**config.mk**
```make
export PLATFORM = sky130hd
export DESIGN_NAME = bilinear_alpha_sprite_blend_unit
export DESIGN_NICKNAME = d
export VERILOG_FILES = /design/src/rtl/bsb_pkg.sv /design/src/rtl/bsb_weight_regs.sv /design/src/rtl/bsb_filter.sv /design/src/rtl/bsb_blend.sv /design/src/rtl/bilinear_alpha_sprite_blend_unit.sv
export SDC_FILE = /design/constraint.sdc
export NUM_CORES = 2
export LEC_CHECK = 0
export BUFFER_PORTS_ARGS = -buffer_cell sky130_fd_sc_hd__clkbuf_2
export CAP_MARGIN = 15
export CORE_MARGIN = 2
export CORE_UTILIZATION = 65
export DETAILED_ROUTE_END_ITERATION = 6
export HOLD_SLACK_MARGIN = 0.08
export PLACE_DENSITY = 0.89
export SYNTH_ARGS = -nofsm -noshare
export SYNTH_HDL_FRONTEND = slang
export SYNTH_SLANG_ARGS = --single-unit
```
**constraint.sdc**
```tcl
create_clock -name clk -period 8.5 [get_ports clk]
set_input_delay 0 -clock clk [delete_from_list [all_inputs] [get_ports clk]]
set_output_delay 0 -clock clk [all_outputs]
set_load 0.05 [all_outputs]
```
**src/rtl/bsb_pkg.sv**
```systemverilog
package bsb_pkg;

  localparam int ChW     = 8;
  localparam int NumCh   = 4;
  localparam int PixW    = NumCh * ChW;
  localparam int CfgIdxW = 2;
  localparam int SumW    = ChW + 2;

  typedef logic [ChW-1:0]     chan_t;
  typedef logic [PixW-1:0]    pixel_t;
  typedef logic [CfgIdxW-1:0] cfg_idx_t;

  // Configuration register indexes.
  localparam cfg_idx_t REG_FRAC_X = 2'd0;
  localparam cfg_idx_t REG_FRAC_Y = 2'd1;

  localparam chan_t CH_MAX = 8'd255;

  // Bilinear weights for the four texels.
  typedef struct packed {
    chan_t tl;
    chan_t tr;
    chan_t bl;
    chan_t br;
  } weights_t;

  // With both fractions at zero all the weight sits on the bottom-right texel.
  localparam weights_t WEIGHTS_RESET = '{tl: 8'd0, tr: 8'd0, bl: 8'd0, br: 8'd254};

  function automatic chan_t scale8(chan_t c, chan_t s);
    logic [2*ChW-1:0] p;
    p = (2*ChW)'(c) * (2*ChW)'(s);
    return p[2*ChW-1:ChW];
  endfunction

  function automatic chan_t clamp8(logic [SumW-1:0] v);
    return (v > SumW'(CH_MAX)) ? CH_MAX : v[ChW-1:0];
  endfunction

endpackage

```
**src/rtl/bsb_weight_regs.sv**
```systemverilog
module bsb_weight_regs (
  input  logic               clk,
  input  logic               rst_n,
  input  logic               cfg_valid,
  input  bsb_pkg::cfg_idx_t  cfg_index,
  input  bsb_pkg::chan_t     cfg_data,
  output bsb_pkg::weights_t  weights
);
  import bsb_pkg::*;

  chan_t    frac_x_r, frac_x_nxt;
  chan_t    frac_y_r, frac_y_nxt;
  weights_t weights_r, weights_nxt;
  chan_t    inv_x, inv_y;

  always_comb begin
    frac_x_nxt = frac_x_r;
    frac_y_nxt = frac_y_r;
    if (cfg_valid) begin
      unique case (cfg_index)
        REG_FRAC_X: frac_x_nxt = cfg_data;
        REG_FRAC_Y: frac_y_nxt = cfg_data;
        default: ;
      endcase
    end
  end

  // The weights are recomputed whenever a fraction is written, so the
  // datapath never sees a multiplier chain on the fractions.
  always_comb begin
    inv_x = CH_MAX - frac_x_nxt;
    inv_y = CH_MAX - frac_y_nxt;
    weights_nxt.tl = scale8(frac_x_nxt, frac_y_nxt);
    weights_nxt.tr = scale8(inv_x, frac_y_nxt);
    weights_nxt.bl = scale8(frac_x_nxt, inv_y);
    weights_nxt.br = scale8(inv_x, inv_y);
  end

  always_ff @(posedge clk) begin
    if (!rst_n) begin
      frac_x_r  <= '0;
      frac_y_r  <= '0;
      weights_r <= WEIGHTS_RESET;
    end else if (cfg_valid) begin
      frac_x_r  <= frac_x_nxt;
      frac_y_r  <= frac_y_nxt;
      weights_r <= weights_nxt;
    end
  end

  assign weights = weights_r;

endmodule

```
**src/rtl/bsb_filter.sv**
```systemverilog
module bsb_filter (
  input  logic              clk,
  input  logic              rst_n,
  input  logic              in_valid,
  input  bsb_pkg::pixel_t   texel_tl,
  input  bsb_pkg::pixel_t   texel_tr,
  input  bsb_pkg::pixel_t   texel_bl,
  input  bsb_pkg::pixel_t   texel_br,
  input  bsb_pkg::pixel_t   dest_in,
  input  bsb_pkg::weights_t weights,
  output logic              sum_valid,
  output bsb_pkg::pixel_t   sum_pixel,
  output bsb_pkg::pixel_t   sum_dest
);
  import bsb_pkg::*;

  // Stage one: each texel channel scaled by its weight.
  chan_t  prod_tl_r [NumCh];
  chan_t  prod_tr_r [NumCh];
  chan_t  prod_bl_r [NumCh];
  chan_t  prod_br_r [NumCh];
  chan_t  prod_tl_nxt [NumCh];
  chan_t  prod_tr_nxt [NumCh];
  chan_t  prod_bl_nxt [NumCh];
  chan_t  prod_br_nxt [NumCh];
  pixel_t s1_dest_r;
  logic   s1_valid_r;

  // Stage two: per-channel sum of the scaled texels.
  pixel_t sum_r, sum_nxt;
  pixel_t s2_dest_r;
  logic   s2_valid_r;

  always_comb begin
    for (int k = 0; k < NumCh; k++) begin
      prod_tl_nxt[k] = scale8(texel_tl[k*ChW +: ChW], weights.tl);
      prod_tr_nxt[k] = scale8(texel_tr[k*ChW +: ChW], weights.tr);
      prod_bl_nxt[k] = scale8(texel_bl[k*ChW +: ChW], weights.bl);
      prod_br_nxt[k] = scale8(texel_br[k*ChW +: ChW], weights.br);
    end
  end

  always_comb begin
    for (int k = 0; k < NumCh; k++) begin
      sum_nxt[k*ChW +: ChW] = clamp8(SumW'(prod_tl_r[k]) + SumW'(prod_tr_r[k])
                                   + SumW'(prod_bl_r[k]) + SumW'(prod_br_r[k]));
    end
  end

  always_ff @(posedge clk) begin
    if (!rst_n) begin
      s1_valid_r <= 1'b0;
      s2_valid_r <= 1'b0;
    end else begin
      s1_valid_r <= in_valid;
      s2_valid_r <= s1_valid_r;
    end
  end

  always_ff @(posedge clk) begin
    prod_tl_r <= prod_tl_nxt;
    prod_tr_r <= prod_tr_nxt;
    prod_bl_r <= prod_bl_nxt;
    prod_br_r <= prod_br_nxt;
    s1_dest_r <= dest_in;
    sum_r     <= sum_nxt;
    s2_dest_r <= s1_dest_r;
  end

  assign sum_valid = s2_valid_r;
  assign sum_pixel = sum_r;
  assign sum_dest  = s2_dest_r;

endmodule

```
**src/rtl/bsb_blend.sv**
```systemverilog
module bsb_blend (
  input  logic            clk,
  input  logic            rst_n,
  input  logic            sum_valid,
  input  bsb_pkg::pixel_t sum_pixel,
  input  bsb_pkg::pixel_t sum_dest,
  output logic            out_valid,
  output bsb_pkg::pixel_t out_pixel
);
  import bsb_pkg::*;

  chan_t  alpha, inv_alpha;
  chan_t  src_r [NumCh];
  chan_t  dst_r [NumCh];
  chan_t  src_nxt [NumCh];
  chan_t  dst_nxt [NumCh];
  logic   s3_valid_r;
  pixel_t out_r, out_nxt;
  logic   out_valid_r;

  // The filtered alpha weights the source; its complement weights the
  // destination.
  always_comb begin
    alpha     = sum_pixel[PixW-1 -: ChW];
    inv_alpha = CH_MAX - alpha;
    for (int k = 0; k < NumCh; k++) begin
      src_nxt[k] = scale8(sum_pixel[k*ChW +: ChW], alpha);
      dst_nxt[k] = scale8(sum_dest[k*ChW +: ChW], inv_alpha);
    end
  end

  always_comb begin
    for (int k = 0; k < NumCh; k++) begin
      out_nxt[k*ChW +: ChW] = clamp8(SumW'(src_r[k]) + SumW'(dst_r[k]));
    end
  end

  always_ff @(posedge clk) begin
    if (!rst_n) begin
      s3_valid_r  <= 1'b0;
      out_valid_r <= 1'b0;
    end else begin
      s3_valid_r  <= sum_valid;
      out_valid_r <= s3_valid_r;
    end
  end

  always_ff @(posedge clk) begin
    src_r <= src_nxt;
    dst_r <= dst_nxt;
    out_r <= out_nxt;
  end

  assign out_valid = out_valid_r;
  assign out_pixel = out_r;

endmodule

```
**src/rtl/bilinear_alpha_sprite_blend_unit.sv**
```systemverilog
// Channel   Ports                                    Handshake
// request   start, busy, in_texel_*, in_dest_pixel   taken when start && !busy
// result    out_valid, out_blended_pixel             one-cycle strobe, no stall
// config    cfg_valid, cfg_ready, cfg_index, cfg_data written when valid && ready
//
// A request is accepted every cycle while busy is low and passes through four registered stages.
// The four stages are: weighted texel products, per-channel sum, alpha and
// destination products, final add and clamp.
// Reset is synchronous and active low; busy is a registered copy of the inverted
// reset, so it stays high until the first clock edge that samples reset released.
// The result side cannot stall, so the pipeline always advances.
module bilinear_alpha_sprite_blend_unit (
  input  logic              clk,
  input  logic              rst_n,
  input  logic              start,
  output logic              busy,
  input  bsb_pkg::pixel_t   in_texel_top_left,
  input  bsb_pkg::pixel_t   in_texel_top_right,
  input  bsb_pkg::pixel_t   in_texel_bottom_left,
  input  bsb_pkg::pixel_t   in_texel_bottom_right,
  input  bsb_pkg::pixel_t   in_dest_pixel,
  output logic              out_valid,
  output bsb_pkg::pixel_t   out_blended_pixel,
  input  logic              cfg_valid,
  output logic              cfg_ready,
  input  bsb_pkg::cfg_idx_t cfg_index,
  input  bsb_pkg::chan_t    cfg_data
);
  import bsb_pkg::*;

  logic     busy_r;
  logic     req_accept;
  weights_t weights;
  logic     sum_valid;
  pixel_t   sum_pixel;
  pixel_t   sum_dest;

  always_ff @(posedge clk) begin
    busy_r <= !rst_n;
  end

  assign busy       = busy_r;
  assign cfg_ready  = 1'b1;
  assign req_accept = start && !busy_r;

  bsb_weight_regs u_weights (
    .clk       (clk),
    .rst_n     (rst_n),
    .cfg_valid (cfg_valid),
    .cfg_index (cfg_index),
    .cfg_data  (cfg_data),
    .weights   (weights)
  );

  bsb_filter u_filter (
    .clk       (clk),
    .rst_n     (rst_n),
    .in_valid  (req_accept),
    .texel_tl  (in_texel_top_left),
    .texel_tr  (in_texel_top_right),
    .texel_bl  (in_texel_bottom_left),
    .texel_br  (in_texel_bottom_right),
    .dest_in   (in_dest_pixel),
    .weights   (weights),
    .sum_valid (sum_valid),
    .sum_pixel (sum_pixel),
    .sum_dest  (sum_dest)
  );

  bsb_blend u_blend (
    .clk       (clk),
    .rst_n     (rst_n),
    .sum_valid (sum_valid),
    .sum_pixel (sum_pixel),
    .sum_dest  (sum_dest),
    .out_valid (out_valid),
    .out_pixel (out_blended_pixel)
  );

endmodule

```
== After elaboration in Yosys (flattened, before gate mapping) ==
Index checks and enable logic that the tools add are counted.

* Magnitude comparators: 8
* $mul: 28
* Equality and inequality tests: 1
* Add/subtract/negate cells: 19
* Reduce and logical (&&, ||, !) cells: 4
* Muxes and demuxes: 4

{| class="wikitable"
|+ Operators with widths
! cell !! count
|-
| $mul A8 B8 Y16 || 28
|-
| $add A10 B8 Y10 || 8
|-
| $gt A10 B8 Y1 const B || 8
|-
| $add A8 B8 Y9 || 8
|-
| $mux W8 || 4
|-
| $sub A8 B8 Y8 const A || 3
|-
| $eq A2 B1 Y1 const B || 1
|-
| $logic_not A1 Y1 || 2
|-
| $logic_not A2 Y1 || 1
|-
| $logic_and A1 B1 Y1 || 1
|}

* Word-level logic and storage cells: 109
* Register bits: 373
* Output and inout port bits: 35
* Input bits: 174

== Longest topological paths before layout ==
* Depth after elaboration: 5
* Gate-level depth with buffers: 24
* Mapped depth without buffers: 20

== Cells and area by module ==
From an unflattened synthesis, not the netlist that was laid out.

* Cells, all modules: 6964
* Area total of the unflattened synthesis: 64740.8 um2

{| class="wikitable"
|+ By module, submodules not included
! module !! sequential area each (um2) !! cells each !! area each (um2) !! times used
|-
| bsb_filter || 4524.3 || 3933 || 37522.2 || 1
|-
| bsb_blend || 1961.9 || 1950 || 18032.3 || 1
|-
| bsb_weight_regs || 960.9 || 1076 || 9137.5 || 1
|-
| bilinear_alpha_sprite_blend_unit || 20.0 || 5 || 48.8 || 1
|}

== Worst setup path after synthesis ==
No wires, ideal clock.

* Path type: input to register
* Start point: input port cfg_index[0]
* End point: register u_weights.weights_r (netlist bit u_weights.weights[6])
* Stages on the path: 22
* Setup time: 0.095 ns
* Required time: 8.405 ns
* Slack: 3.184 ns
* Arrival: 5.221 ns
* Cells stage by stage: buf_4 -> nor3b_1 -> buf_4 -> buf_2 -> mux2i_1 -> clkbuf_1 -> nand2_1 -> fa_1 -> fa_1 -> inv_1 -> fa_1 -> inv_1 -> fa_1 -> inv_1 -> ha_1 -> nand2_1 -> a2bb2oi_1 -> nand3_1 -> and3_1 -> o311a_1 -> o21a_1 -> o311ai_1

* Word-level cells in the longest chain between the ends: 5

{| class="wikitable"
|+ Ends and longest elaborated chain
! element !! line !! text
|-
| start, declared || bilinear_alpha_sprite_blend_unit.sv:26 || <nowiki>input bsb_pkg::cfg_idx_t cfg_index,</nowiki>
|-
| $eq A2 B1 Y1 or $logic_not A2 Y1 (tied branches) || bsb_weight_regs.sv:20 || <nowiki>unique case (cfg_index)</nowiki>
|-
| $mux W8 || bsb_weight_regs.sv:20 ||
|-
| $mux W8 || bsb_weight_regs.sv:19 || <nowiki>if (cfg_valid) begin</nowiki>
|-
| $sub A8 B8 Y8, on equally long branches || bsb_weight_regs.sv:32, bsb_weight_regs.sv:31 ||
|-
| $mul A8 B8 Y16 (*) || bsb_pkg.sv:32 || <nowiki>p = (2*ChW)'(c) * (2*ChW)'(s);</nowiki>
|-
| end signal, assigned || bsb_weight_regs.sv:47 || <nowiki>weights_r <= weights_nxt;</nowiki>
|-
| end, declared || bsb_weight_regs.sv:13 || <nowiki>weights_t weights_r, weights_nxt;</nowiki>
|}

Every way passes the cells marked *; elsewhere a longest branch is shown, timed or not.
A chain may end at the register's enable or synchronous reset.

== Worst setup path after layout ==
* Start point: input port cfg_valid
* End point: register u_weights.weights_r (netlist bit u_weights.weights[4])

* Word-level cells in the longest chain between the ends: 3

{| class="wikitable"
|+ Ends and longest elaborated chain
! element !! line !! text
|-
| start, declared || bilinear_alpha_sprite_blend_unit.sv:24 || <nowiki>input logic cfg_valid,</nowiki>
|-
| $mux W8 || bsb_weight_regs.sv:19 ||
|-
| $sub A8 B8 Y8, on equally long branches || bsb_weight_regs.sv:31, bsb_weight_regs.sv:32 ||
|-
| $mul A8 B8 Y16 || bsb_pkg.sv:32 ||
|}

Parallel ways exist; a longest one is shown, timed or not.

==> flow_summary_export.csv <==
group,metric,value,unit
finish,layout-area-overhead-vs-synth,7.186,%
die,floorplan.die.width,318.1,um
synth,synth.cell_area,0.06412,mm2
die,io_pins,209,
worst_setup_path,arrival,6.98,ns
routing,via_count,49500,
status,outcome,"finished, final reports clean",
sta,final.setup.tns,0,ns
die,die-area,0.1012,mm2
placement,estimated_wirelength_of_the_detail_placed_design,121.4,mm
global_route,grt.total_usage,31.77,%
cts,clock_tree.root_cell,"sky130_fd_sc_hd__clkbuf_16",
synth,yosys.area_share.xor_xnor,3.620,%
worst_hold_path,hold_path_class,"in2reg",
synth,netlist_top_cells_count,"sky130_fd_sc_hd__inv_1 (1,401), sky130_fd_sc_hd__ha_1 (1,016), sky130_fd_sc_hd__fa_1 (1,013)",
cts,cts_made_buffers,43,
cts,clock_latency,0.62,ns
finish,multi_input_comb_area,0.05055,mm2
sta,max_clock_freq,0.1538,GHz
sta,worst_slew_pin_slew,1.055,ns
synth,netlist_instances,7155,
cts,ctsResizeCount,0,
sta,rsz_0062_raised_after_global_routing,"no",
synth,seq_area_frac_synth,11.64,%
synth,postSynthNetCount,9358,
worst_setup_path,setup.worst_path.start_class,"input port",
worst_setup_path,crit_path_end_kind,"flip-flop",
synth,synth-async-reset-ratio,0,%
synth,synth_largest_area_cell,"sky130_fd_sc_hd__fa_1",
cts,clock_sink_count,373,
sta,final_hold_viol_count,0,
placement,port_buffers,207,
cts,clock_path_buffers,3,
routing,detail_route.iter0.violations,3132,
cts,clkSlewWorstSetupHoldPaths,0.06,ns
run,max_cap_viol_count,0,
sta,layout_worst_path_cycle_share,76.49,%
sta,report.final.slew_viol_count,0,
synth,synth_edf_count,0,
synth,synth_top_family_by_area,"adder cells",
worst_setup_path,timing.critical_path.required,8.97,ns
sta,setup_viol_count_final,0,
synth,synth_simple_gate_area_share,17.86,%
die,num_rows,115,
global_route,overflow,0,
finish,seq_area,0.007473,mm2
synth,ys.flop_type,"sky130_fd_sc_hd__dfxtp_1",
routing,first_pass_iters,6,
die,die_height,318.1,um
synth,synth_compound_gate_area_share,5.079,%
synth,synth.lib_cells_used.distinct,79,
finish,nFillCells,6718,
global_route,grt_pass1_wl,263.0,mm
synth,synth.mux.area_fraction,0.7941,%
die,coreArea,0.09813,mm2
worst_setup_path,path_max_fanout,33,
routing,wire_per_inst,18.18,um
global_route,pin_count_of_the_biggest_net_entering_global_routing,65,
sta,timing.max_slew.rel_slack,28.29,%
cts,cts_tree,"yes",
synth,adder_cell_share_of_the_synthesized_area,51.45,%
cts,htree_levels,2,
routing,drt-total-wl,157.2,mm
sta,final_period_minus_worst_setup_slack,6.501,ns
synth,netlist_top_cells_area,"sky130_fd_sc_hd__fa_1 (32%), sky130_fd_sc_hd__ha_1 (20%), sky130_fd_sc_hd__dfxtp_1 (12%)",
routing,detail-route-antenna-nets,0,
synth,netlist.area_leader.share,31.63,%
synth,synth.most_common_cell,"sky130_fd_sc_hd__inv_1",
placement,routabilityCongestion,0.9309,
synth,syn_avg_cell_area,8.962,um2
synth,postSynthRegisterBits,373,
sta,finalClockSkew,0.03428,ns
finish,post_route_cells_drive_above_1_share,5.668,%
synth,yosysWarningCount,0,
die,initial_core_util,65.34,%
worst_setup_path,timing.setup.critical_path_class,"in2reg",
routing,vias_per_cell,5.724,
global_route,grt_pass1_vias,55120,
global_route,antenna_found_initial,9,
routing,drc,0,
finish,nets,9526,
layout by cell type, fill, tap and decap left out, drive strengths merged, types with 15 or more instances in the layout:
cell type / count
xnor2: 179
ha: 1016
nor3: 51
o211ai: 16
nand2b: 102
fa: 1013
o21bai: 58
and2: 584
mux2i: 29
a41o: 18
clkbuf: 260
nor2b: 166
nor2: 426
a211oi: 15
o21a: 20
inv: 1406
nand3: 75
dfxtp: 373
a21oi: 179
and3: 31
nand2: 812
mux2: 18
a21o: 28
dlygate4sd3: 75
xor2: 86
o21ai: 89
buf: 59
layout make-up:
class                      instances  share of cell area [%]
antenna                            3                 0.01092
clock buffer                      53                   1.709
clock inverter                    26                  0.6007
sequential                       373                   10.87
tap                             1287                   2.343
inverter                        1404                   7.668
timing repair buffer             341                   3.244
multi-input combinational       5160                   73.55
final timing paths:
kind                           from                     end  slack (ns)  cells past startpoint
max                       cfg_valid    u_weights.weights[4]        2.00                     23
min               in_dest_pixel[11]  u_filter.s1_dest_r[11]        0.13                      2
max reg2reg  u_filter.sum_pixel[26]        u_blend.dst_r[7]        2.53                     16
min reg2reg  u_filter.s1_dest_r[27]   u_filter.sum_dest[27]        0.31                      0
stage by stage:
| stage | util, % | hold slack (ns) | area, um2 | setup slack, ns | cells |
|---|---|---|---|---|---|
| floorplan | - | 0.02772 | 64120 | 3.184 | 7155 |
| global placement | 67.64 | 0.1042 | 66380 | 2.501 | 8489 |
| detailed placement | 67.64 | 0.1039 | 66380 | 2.379 | 8489 |
| CTS | 70.03 | 0.09056 | 68720 | 2.130 | 8643 |
| global route | 70.03 | 0.1479 | 68720 | 1.675 | 8644 |
| finish | 70.04 | 0.1306 | 68730 | 1.999 | 8647 |
critical path, cell delays in order:
cell,delay (ns)
sky130_fd_sc_hd__dlygate4sd3_1,0.53
sky130_fd_sc_hd__clkbuf_2,0.12
sky130_fd_sc_hd__buf_4,0.42
sky130_fd_sc_hd__nor3b_2,0.29
sky130_fd_sc_hd__buf_4,0.31
sky130_fd_sc_hd__mux2i_2,0.92
sky130_fd_sc_hd__nand2_1,0.20
sky130_fd_sc_hd__fa_1,0.55
sky130_fd_sc_hd__fa_1,0.50
sky130_fd_sc_hd__inv_1,0.06
sky130_fd_sc_hd__fa_1,0.47
sky130_fd_sc_hd__inv_1,0.05
sky130_fd_sc_hd__fa_1,0.47
sky130_fd_sc_hd__inv_1,0.04
sky130_fd_sc_hd__ha_1,0.30
sky130_fd_sc_hd__nand2_1,0.08
sky130_fd_sc_hd__a2bb2oi_1,0.21
sky130_fd_sc_hd__nand3_1,0.16
sky130_fd_sc_hd__a31o_2,0.28
sky130_fd_sc_hd__or2_2,0.28
sky130_fd_sc_hd__nand3_1,0.08
sky130_fd_sc_hd__nand3_1,0.07
sky130_fd_sc_hd__dlygate4sd3_1,0.57
state kept, by name, indices dropped and copies added, names as in the netlist, 32 cells and up:
register / cells
u_blend.dst_r: 32
u_filter.prod_bl_r: 32
u_filter.prod_tr_r: 32
u_filter.s1_dest_r: 32
u_filter.sum_dest: 32
u_filter.prod_tl_r: 32
u_filter.sum_pixel: 32
u_blend.out_pixel: 32
u_blend.src_r: 32
u_weights.weights: 32
u_filter.prod_br_r: 32
routing by layer:
metal,global-route usage (%),vias to the layer above,part of all wire (%)
li1,-,22300,-
met1,34.73,24440,36
met2,57.93,2065,51
met3,4.814,686,6.7
met4,19.48,10,6.8
met5,0,-,0.039
repair_timing:
action | CTS | global route
hold buffers | 75 | 0
setup endpoints to repair | 0 | 0
hold endpoints to repair | 80 | 0
buffers inserted | 0 | 0
cell families after synthesis:
| group | Yosys count |
|---|---|
| other cells | 1 |
| fa+ha+maj | 2029 |
| xor+xnor | 265 |
| buf+inv | 1622 |
| mux | 47 |
| simple gates | 2331 |
| flops | 373 |
| compound gates | 487 |
Power is left out: the tool's default activity adds up to more than one toggle a clock period on the data nets, which glitch-free logic cannot reach.
